$ cat src/lcdst_pkg.sv
`default_nettype none
package lcdst_pkg;

    // display geometry
    localparam int LINE_WIDTH = 16;
    localparam int NUM_LINES  = 2;
    localparam int CELLS      = NUM_LINES * LINE_WIDTH;
    localparam int CELL_W     = $clog2(CELLS);
    localparam int POS_W      = $clog2(LINE_WIDTH);
    localparam int COL_W      = $clog2(LINE_WIDTH + 1);

    localparam logic [POS_W-1:0] LAST_POS  = POS_W'(LINE_WIDTH - 1);
    localparam logic [COL_W-1:0] COL_FULL  = COL_W'(LINE_WIDTH);

    // character codes
    localparam logic [7:0] CODE_BELL    = 8'h07;
    localparam logic [7:0] CODE_NEWLINE = 8'h0A;
    localparam logic [7:0] CODE_SPACE   = 8'h20;

    // controller command
    localparam logic [7:0] CMD_SET_ADDR = 8'h80;
    localparam logic [6:0] LINE_OFFSET  = 7'h40;

    typedef enum logic [2:0] {
        ST_IDLE,
        ST_SCAN,
        ST_WALK,
        ST_ADDR,
        ST_DATA
    } seq_state_t;

    // write request into the shadow copy
    typedef struct packed {
        logic              en;
        logic [CELL_W-1:0] idx;
        logic [7:0]        data;
    } screen_wr_t;

endpackage
`default_nettype wire

$ cat src/lcdst_char_if.sv
`default_nettype none
interface lcdst_char_if;
    logic       valid;
    logic       ready;
    logic [7:0] ch;

    modport source (output valid, output ch, input ready);
    modport sink (input valid, input ch, output ready);
endinterface
`default_nettype wire

$ cat src/lcdst_lcd_if.sv
`default_nettype none
interface lcdst_lcd_if;
    logic       valid;
    logic       ready;
    logic       is_data;
    logic [7:0] lcd_byte;
    logic       last;

    modport source (output valid, output is_data, output lcd_byte, output last, input ready);
    modport sink (input valid, input is_data, input lcd_byte, input last, output ready);
endinterface
`default_nettype wire

$ cat src/lcdst_screen.sv
`default_nettype none
// shadow copy of the screen with the shared compare unit
module lcdst_screen (
    input  wire logic                      clk,
    input  wire logic                      rst_n,
    input  wire logic [lcdst_pkg::CELL_W-1:0] rd_cell,
    input  wire logic [7:0]                cmp_char,
    input  wire lcdst_pkg::screen_wr_t     wr,
    output logic                           diff
);

    logic [7:0] shadow_reg [lcdst_pkg::CELLS];

    always_ff @(posedge clk or negedge rst_n)
    begin
        if (!rst_n)
        begin
            for (int i = 0; i < lcdst_pkg::CELLS; i++)
            begin
                shadow_reg[i] <= 8'h00;
            end
        end
        else if (wr.en)
        begin
            shadow_reg[wr.idx] <= wr.data;
        end
    end

    assign diff = (shadow_reg[rd_cell] != cmp_char);

endmodule
`default_nettype wire

$ cat src/char_lcd_shadow_terminal.sv
`default_nettype none
// character terminal for a two-line text display, with a shadow copy of
// the screen so that only changed cells are written to the controller
//
// chars : one beat per character code; bell homes the cursor, newline pads
//         the rest of the line with spaces and moves to the other line,
//         anything else is placed at the cursor while the line has room
// lcd   : one beat per controller write; is_data low for the set-address
//         command, high for the data byte; last marks the final beat
//         caused by a character (characters that change nothing give none)
//
// one character at a time: chars.ready is high only while the sequencer
// is idle. a character first runs a scan over its cells through the
// single compare unit (one cell a cycle) to find the last changed cell,
// then walks the cells again and emits two beats per changed cell.
// a newline scans and walks up to 16 cells; bell, a dropped printable and
// a newline on a full line are handled while idle, with no scan.
// reset clears the shadow copy to zero and homes the cursor. when lcd is
// stalled the output register holds its beat and the walk waits.
module char_lcd_shadow_terminal (
    input  wire logic   clk,
    input  wire logic   rst_n,
    lcdst_char_if.sink  chars,
    lcdst_lcd_if.source lcd
);

    lcdst_pkg::seq_state_t state_reg, state_next;

    // cursor
    logic                        line_reg, line_next;
    logic [lcdst_pkg::COL_W-1:0] col_reg, col_next;

    // per-character work
    logic [7:0]                  char_reg, char_next;
    logic                        nl_reg, nl_next;
    logic [lcdst_pkg::POS_W-1:0] pos_reg, pos_next;
    logic [lcdst_pkg::POS_W-1:0] last_pos_reg, last_pos_next;
    logic                        found_reg, found_next;

    // output register
    logic       out_valid_reg, out_valid_next;
    logic       out_is_data_reg, out_is_data_next;
    logic [7:0] out_byte_reg, out_byte_next;
    logic       out_last_reg, out_last_next;

    logic                         diff;
    logic [lcdst_pkg::CELL_W-1:0] cell_idx;
    logic [lcdst_pkg::POS_W-1:0]  end_pos;
    logic [6:0]                   addr;
    logic                         out_free;
    lcdst_pkg::screen_wr_t        wr;

    // cell index and controller address of the current position
    assign cell_idx = line_reg
                    ? lcdst_pkg::CELL_W'(lcdst_pkg::LINE_WIDTH) + lcdst_pkg::CELL_W'(pos_reg)
                    : lcdst_pkg::CELL_W'(pos_reg);
    assign addr = (line_reg ? lcdst_pkg::LINE_OFFSET : 7'h00) + 7'(pos_reg);

    // newline covers the rest of the line, a printable only its own cell
    assign end_pos  = nl_reg ? lcdst_pkg::LAST_POS : col_reg[lcdst_pkg::POS_W-1:0];
    assign out_free = !out_valid_reg || lcd.ready;

    lcdst_screen u_screen (
        .clk      (clk),
        .rst_n    (rst_n),
        .rd_cell  (cell_idx),
        .cmp_char (char_reg),
        .wr       (wr),
        .diff     (diff)
    );

    always_ff @(posedge clk or negedge rst_n)
    begin
        if (!rst_n)
        begin
            state_reg     <= lcdst_pkg::ST_IDLE;
            line_reg      <= 1'b0;
            col_reg       <= '0;
            out_valid_reg <= 1'b0;
        end
        else
        begin
            state_reg     <= state_next;
            line_reg      <= line_next;
            col_reg       <= col_next;
            out_valid_reg <= out_valid_next;
        end
    end

    always_ff @(posedge clk)
    begin
        char_reg        <= char_next;
        nl_reg          <= nl_next;
        pos_reg         <= pos_next;
        last_pos_reg    <= last_pos_next;
        found_reg       <= found_next;
        out_is_data_reg <= out_is_data_next;
        out_byte_reg    <= out_byte_next;
        out_last_reg    <= out_last_next;
    end

    always_comb
    begin
        state_next       = state_reg;
        line_next        = line_reg;
        col_next         = col_reg;
        char_next        = char_reg;
        nl_next          = nl_reg;
        pos_next         = pos_reg;
        last_pos_next    = last_pos_reg;
        found_next       = found_reg;
        out_valid_next   = out_valid_reg && !lcd.ready;
        out_is_data_next = out_is_data_reg;
        out_byte_next    = out_byte_reg;
        out_last_next    = out_last_reg;
        wr.en            = 1'b0;
        wr.idx           = cell_idx;
        wr.data          = char_reg;
        chars.ready      = 1'b0;

        case (state_reg)
            lcdst_pkg::ST_IDLE:
            begin
                chars.ready = 1'b1;
                if (chars.valid)
                begin
                    found_next = 1'b0;
                    pos_next   = col_reg[lcdst_pkg::POS_W-1:0];
                    if (chars.ch == lcdst_pkg::CODE_BELL)
                    begin
                        line_next = 1'b0;
                        col_next  = '0;
                    end
                    else if (chars.ch == lcdst_pkg::CODE_NEWLINE)
                    begin
                        char_next = lcdst_pkg::CODE_SPACE;
                        nl_next   = 1'b1;
                        if (col_reg == lcdst_pkg::COL_FULL)
                        begin
                            line_next = !line_reg;
                            col_next  = '0;
                        end
                        else
                        begin
                            state_next = lcdst_pkg::ST_SCAN;
                        end
                    end
                    else if (col_reg != lcdst_pkg::COL_FULL)
                    begin
                        // full line drops printables
                        char_next  = chars.ch;
                        nl_next    = 1'b0;
                        state_next = lcdst_pkg::ST_SCAN;
                    end
                end
            end

            // find the last cell that will change
            lcdst_pkg::ST_SCAN:
            begin
                if (diff)
                begin
                    found_next    = 1'b1;
                    last_pos_next = pos_reg;
                end
                if (pos_reg == end_pos)
                begin
                    pos_next = col_reg[lcdst_pkg::POS_W-1:0];
                    if (diff || found_reg)
                    begin
                        state_next = lcdst_pkg::ST_WALK;
                    end
                    else if (nl_reg)
                    begin
                        line_next  = !line_reg;
                        col_next   = '0;
                        state_next = lcdst_pkg::ST_IDLE;
                    end
                    else
                    begin
                        col_next   = col_reg + 1'b1;
                        state_next = lcdst_pkg::ST_IDLE;
                    end
                end
                else
                begin
                    pos_next = pos_reg + 1'b1;
                end
            end

            // step to the next changed cell
            lcdst_pkg::ST_WALK:
            begin
                if (diff)
                begin
                    state_next = lcdst_pkg::ST_ADDR;
                end
                else
                begin
                    pos_next = pos_reg + 1'b1;
                end
            end

            lcdst_pkg::ST_ADDR:
            begin
                if (out_free)
                begin
                    out_valid_next   = 1'b1;
                    out_is_data_next = 1'b0;
                    out_byte_next    = lcdst_pkg::CMD_SET_ADDR | {1'b0, addr};
                    out_last_next    = 1'b0;
                    state_next       = lcdst_pkg::ST_DATA;
                end
            end

            lcdst_pkg::ST_DATA:
            begin
                if (out_free)
                begin
                    out_valid_next   = 1'b1;
                    out_is_data_next = 1'b1;
                    out_byte_next    = char_reg;
                    out_last_next    = (pos_reg == last_pos_reg);
                    wr.en            = 1'b1;
                    if (pos_reg == last_pos_reg)
                    begin
                        state_next = lcdst_pkg::ST_IDLE;
                        if (nl_reg)
                        begin
                            line_next = !line_reg;
                            col_next  = '0;
                        end
                        else
                        begin
                            col_next = col_reg + 1'b1;
                        end
                    end
                    else
                    begin
                        pos_next   = pos_reg + 1'b1;
                        state_next = lcdst_pkg::ST_WALK;
                    end
                end
            end

            default:
            begin
                state_next = lcdst_pkg::ST_IDLE;
            end
        endcase
    end

    assign lcd.valid    = out_valid_reg;
    assign lcd.is_data  = out_is_data_reg;
    assign lcd.lcd_byte = out_byte_reg;
    assign lcd.last     = out_last_reg;

endmodule
`default_nettype wire
$ cat src/flat_wrapper.sv
// flat-port wrapper written by rule: the top's interface ports become plain ports
module char_lcd_shadow_terminal_flat 
  (clk, rst_n, chars_valid, chars_ch, chars_ready, lcd_valid, lcd_is_data, lcd_lcd_byte, lcd_last, lcd_ready);
  lcdst_char_if chars_i ();
  lcdst_lcd_if lcd_i ();
  input  wire logic clk;
  input  wire logic rst_n;
  input wire logic [$bits(chars_i.valid)-1:0] chars_valid;
  input wire logic [$bits(chars_i.ch)-1:0] chars_ch;
  output wire logic [$bits(chars_i.ready)-1:0] chars_ready;
  output wire logic [$bits(lcd_i.valid)-1:0] lcd_valid;
  output wire logic [$bits(lcd_i.is_data)-1:0] lcd_is_data;
  output wire logic [$bits(lcd_i.lcd_byte)-1:0] lcd_lcd_byte;
  output wire logic [$bits(lcd_i.last)-1:0] lcd_last;
  input wire logic [$bits(lcd_i.ready)-1:0] lcd_ready;
  assign chars_i.valid = chars_valid;
  assign chars_i.ch = chars_ch;
  assign chars_ready = chars_i.ready;
  assign lcd_valid = lcd_i.valid;
  assign lcd_is_data = lcd_i.is_data;
  assign lcd_lcd_byte = lcd_i.lcd_byte;
  assign lcd_last = lcd_i.last;
  assign lcd_i.ready = lcd_ready;
  char_lcd_shadow_terminal u_core (.clk(clk), .rst_n(rst_n), .chars(chars_i), .lcd(lcd_i));
endmodule
$ cat config.mk
export PLATFORM = sky130hd
export DESIGN_NAME = char_lcd_shadow_terminal_flat
export DESIGN_NICKNAME = d
export VERILOG_FILES = /design/src/lcdst_pkg.sv /design/src/lcdst_char_if.sv /design/src/lcdst_lcd_if.sv /design/src/lcdst_screen.sv /design/src/char_lcd_shadow_terminal.sv /design/src/flat_wrapper.sv
export SDC_FILE = /design/constraint.sdc
export NUM_CORES = 1
export LEC_CHECK = 0
export BUFFER_PORTS_ARGS = -buffer_cell sky130_fd_sc_hd__buf_2
export CAP_MARGIN = 20
export CORE_MARGIN = 10
export CORE_UTILIZATION = 35
export DETAILED_ROUTE_END_ITERATION = 8
export HOLD_SLACK_MARGIN = 0.06
export MAX_ROUTING_LAYER = met4
export SYNTH_ARGS = -nofsm -noshare
export SYNTH_HDL_FRONTEND = slang
export SYNTH_SLANG_ARGS = --single-unit
$ cat constraint.sdc
create_clock -name clk -period 4.7 [get_ports clk]
set_input_delay 0.47 -clock clk [delete_from_list [all_inputs] [get_ports clk]]
set_output_delay 0.47 -clock clk [all_outputs]
set_load 0.05 [all_outputs]
After elaboration in Yosys (flattened, before gate mapping)
Cells that the tools add are included.

storage, ports and cells
  memory bits (read-only) = 0
  input bits = 12
  flip-flop bits (word level) = 294
  output and inout port bits = 12
  memories = 0
  bits in latches = 0
  bits in writable memories = 0

cells by class
  bitwise operators = 2
  div/mod/pow operators = 0
  $mul = 0
  equality and inequality tests = 26
  reduce and logical (&&, ||, !) cells = 21
  add/subtract/negate cells = 4
  multiplexer cells = 65
  shifts and indexed selects = 0
  magnitude comparators = 2

operators by type and width
  kind                                                                      number
  256-bit bitwise mux                                                       1
  5-bit two-way mux                                                         10
  8-bit two-way mux                                                         6
  8-bit binary-select mux with 5-bit select                                 1
  8-bit demux with 5-bit select                                             1
  3-bit two-way mux                                                         9
  4-bit two-way mux                                                         6
  1-bit two-way mux                                                         20
  4-bit case mux with 4 select lines                                        1
  8-bit case mux with 2 select lines                                        1
  8-bit AND reduction                                                       2
  3-bit case mux with 5 select lines                                        1
  5-bit case mux with 3 select lines                                        1
  2-bit by 1-bit inequality test with 1-bit output (second input constant)  6
  2-bit inequality test (second input constant)                             5
  3-bit by 1-bit inequality test with 1-bit output (second input constant)  3
  4-bit equality test                                                       2
  8-bit by 3-bit equality test with 1-bit output (second input constant)    1
  8-bit by 4-bit equality test with 1-bit output (second input constant)    1
  8-bit inequality test                                                     1
  7-bit by 4-bit adder with 7-bit output                                    1
  7-bit two-way mux                                                         1
  3-bit by 2-bit equality test with 1-bit output (second input constant)    2
  6-bit >= comparator (second input constant)                               1
  other kinds (26)                                                          36

Depth between registers and ports, before layout
  depth in word-level cells = 11
  mapped depth = 13
  gate-level depth less buffers = 9

Cells and area by module
Synthesis repeated with hierarchy kept, for this count alone.

second synthesis, totals
  cell total of the unflattened synthesis = 1,012
  area total of the unflattened synthesis = 13,989.7 sq um

modules (own cells, without submodules)
  module                    sequential area each (sq um)  cells an instance  area an instance (sq um)  instances
  lcdst_screen              6,406.1                       823                11,980.2                  1
  char_lcd_shadow_terminal  1,091.0                       189                2,009.4                   1

Least setup slack after synthesis
No wires, ideal clock.

  kind = register to register
  from = register u_core.pos_reg[2] (netlist bit)
  to = register u_core.pos_reg[0] (netlist bit), enable pin
  cell stages (with the launch flop) = 12
  period minus slack after synthesis = 3.355 ns
  arrival = 3.010 ns
  path slack = 1.345 ns
  required time = 4.355 ns
  buffers on the path = 3
  cell sequence = edfxtp_1 -> buf_6 -> or4b_4 -> buf_6 -> o22ai_1 -> nor4_1 -> and3_1 -> or4_4 -> nor4_4 -> buf_6 -> a21oi_1 -> o32ai_2

between the ends
  cells in the longest elaborated chain, start to end = 9
  elaborated cells on any way between the ends = 11
  those cells by class = add/sub: 1; eq/ne: 4; mux: 4; bitwise: 1; reduce/logical: 1

RTL lines
  item                                                    line                            source
  from (decl)                                             char_lcd_shadow_terminal.sv:36  logic [lcdst_pkg::POS_W-1:0] pos_reg, pos_next;
  from (signal assigned)                                  char_lcd_shadow_terminal.sv:94  pos_reg <= pos_next;
  5-bit by 4-bit adder with 5-bit output                  char_lcd_shadow_terminal.sv:55  ? lcdst_pkg::CELL_W'(lcdst_pkg::LINE_WIDTH) + lcdst_pkg::CELL_W'(pos_reg)
  5-bit two-way mux                                       char_lcd_shadow_terminal.sv:55
  5-bit inverter with 6-bit output (implied by the code)  lcdst_screen.sv:29              assign diff = (shadow_reg[rd_cell] != cmp_char);
  8-bit binary-select mux with 5-bit select               lcdst_screen.sv:29
  8-bit two-way mux (implied by the code) (2 in series)   lcdst_screen.sv:29
  8-bit inequality test                                   lcdst_screen.sv:29
  2-bit inequality test (no source line)                  -
  5-bit AND reduction (no source line) *                  -

Mark *: on every way between the ends. The rest lies on a longest branch, timed or not. The select of a mux whose other input is x is not followed.
A chain may end at the register's enable or synchronous reset.

Final worst setup path
  from = register u_core.pos_reg[2] (netlist bit)
  to = register u_core.pos_reg[2] (netlist bit), enable pin

Same word-level chain as after synthesis.

==> metrics.cfg <==
[yosys]
ys_seq_elements=294
synth-main-ff-cell=dfrtp_1
synth.distinct_cells=58
synth_nets=1091
synth_top_cell_area_share_pct=47.7
synth_top_area_cell=dfrtp_1
synth_area_leaders=dfrtp_1 48%, mux2_2 21%, mux2i_1 9.3%, edfxtp_1 6.0%, o22ai_1 3.0%
syn_avg_cell_area_um2=13.0
synth_edf_count=28
syn_inst=1073
ys_seq_area_share_pct=53.7
synth_area_mm2=0.0140
yosysWarnings=0
ys_async_sr_fraction_pct=90.5

[outcome]
outcome=complete, no violations

[critical_path]
cp-end-kind=flip-flop
startpoint_type=flip-flop
critPathKind=flip-flop to flip-flop
required_ns=4.87
r2r_cells=8
rrSetupSlack_ns=0.61
worstReg2RegEnd=u_core.pos_reg[2]
critPathArrivalTime_ns=4.26
crit_path_max_fanout=29
r2r_start=u_core.pos_reg[2]

[sta]
timing.final.crit_share_pct=87.1
setup-tns-final_ns=0
slew_headroom_pct=29.3
min_period_ns=4.09
holdWs_ns=0.0655
rsz0062_at_grt=false
maxSlewViolCount=0
hold_violations=0
clock_skew_ns=0.0163
worst_pin_slew_ns=1.06
max_freq_ghz=0.244
setup_viol=0

[worst_hold_path]
min_path_type=input port to asynchronous set/reset pin

[clocking]
cts_max_level=2
clkTransAtPathRegs_ns=0.06
clock_path_buffers=3
cts_root_buf=clkbuf_16
cts.hold.buffers_added=0
cts_resized=0
numCtsBuffers=34
cts_tree=done
clk_latency_ns=0.51
cts.sinks=294
post_cts_buffers=0

[flow_run]
maxCapViolations=0

[floorplanning]
die_w_um=220
ios=24
fp.dieArea_mm2=0.0483
start_util_pct=35.3
fp.coreArea_mm2=0.0395
dieHeight_um=220
num_rows=73

[power_and_ir_drop]
vdd_drop_max_v=0.000339
p_leak_nw=7.37
p_per_area_mw_per_mm2=587

[cells_and_area]
mostFrequentLayoutCell=dfrtp_1
largest_register_ffs=256
final_cell_mix=266 x dfrtp_1, 256 x mux2_2, 130 x mux2i_1
drive_above_1_share_pct=31.8
fin_nets=1090
layout.cells.non_filler=1618
synthToLayoutAreaGrowth_pct=11.8
antennaDiodeCount=0

[grt]
grt_pass1_wl_um=56000
grt.overflow.total=0
antenna_found_initial=0
grtUsageTotal_pct=15.5
grt_pass1_vias=9021
grt_max_degree=127

[detailed_routing]
top_layer=met4
wl_met3_um=1370
wirelength_um=36200
wl_met2_um=17100
drt_iter0_drc=659
vias=8754
vias_per_cell=5.41
remaining_drc_errors=0
antenna_left=0
drt_pass1_iterations=5
wl_per_cell_um=22.4
met1_length_um=17000

[placement]
dp_hpwl_um=24300
port_buffers=23
gp_congestion=0.877
placedCellCount=1561

-- power by group --
group	switching [mW]	leakage [nW]	internal, mW
clock	1.01	0.507	1.50
combinational	1.64	2.92	1.19
sequential	0.531	3.95	3.30
-- cell usage after synthesis, types with 8 or more instances --
master and number:
nand3_1 10, o22ai_1 66, a21oi_1 10, edfxtp_1 28, mux2i_1 130, o21ai_0 8
mux2_2 256, nor2_1 20, dfrtp_1 266, buf_2 17, nor4_1 17, clkbuf_1 54
inv_1 13, nand2_1 57, and3_1 12
-- metrics by stage --
| stage | power (mW) | setup slack (ns) | area (um2) | utilization (%) |
|---|---|---|---|---|
| 6_report | 9.16 | 0.606 | 15600 | 39.5 |
| 5_1_grt | 9.64 | 0.458 | 15600 | 39.5 |
| 4_1_cts | 9.23 | 0.721 | 15600 | 39.5 |
| 3_5_place_dp | 6.69 | 0.784 | 14600 | 36.8 |
| 3_3_place_gp | 6.65 | 0.857 | 14600 | 36.8 |
| 2_1_floorplan | 5.85 | 1.34 | 14000 | - |
-- kinds of logic (layout without fill, tap and decap cells) --
| group | after synthesis | count (layout) | share of synthesized area, % |
|---|---|---|---|
| flip-flops | 294 | 294 | 53.7 |
| multiplexers | 388 | 388 | 30.1 |
| XOR/XNOR | 7 | 7 | 0.439 |
| adder cells (fa/ha/maj) | 6 | 6 | 0.538 |
| buffers and inverters | 93 | 113 | 2.92 |
| AND/OR/NAND/NOR | 167 | 167 | 6.80 |
| AO/OA/AOI/OAI | 118 | 118 | 5.48 |
-- worst max-delay path by stage --
stage	startpoint	endpoint	slack, ns	cells after the start
floorplan	u_core.pos_reg[2]	u_core.pos_reg[0]	1.34	11
global placement	u_core.pos_reg[3]	u_core.pos_reg[0]	0.86	8
detailed placement	u_core.pos_reg[2]	u_core.pos_reg[2]	0.78	8
CTS	u_core.pos_reg[2]	u_core.pos_reg[2]	0.72	8
global route	u_core.pos_reg[2]	u_core.pos_reg[2]	0.46	8
finish	u_core.pos_reg[2]	u_core.pos_reg[2]	0.61	8
-- area by class of cell --
class | count | area, um2
fillers | 3728 | 23900
multi-input cells | 686 | 6060
clock inverters | 6 | 52.6
repair buffers | 41 | 298
inverters | 15 | 56.3
clock buffers | 51 | 988
well taps | 525 | 657
flip-flops and latches | 294 | 7500
-- routing by layer --
layer / global-route usage [%] / vias to the layer above
met1: 20.6 / 4562
met2: 24.3 / 158
met4: 3.86 / 0
li1: - / 3977
met3: 2.48 / 57
met5: - / -
-- critical path, stage by stage, from the launching register on --
cell       delay (ns)
edfxtp_1         1.00
nand4bb_1        0.61
o22ai_1          0.45
nor4_1           0.14
and3_1           0.19
or4_4            0.52
nor4_4           0.33
a21oi_1          0.14
o32ai_2          0.36
Power figures use the tool's default switching activity.
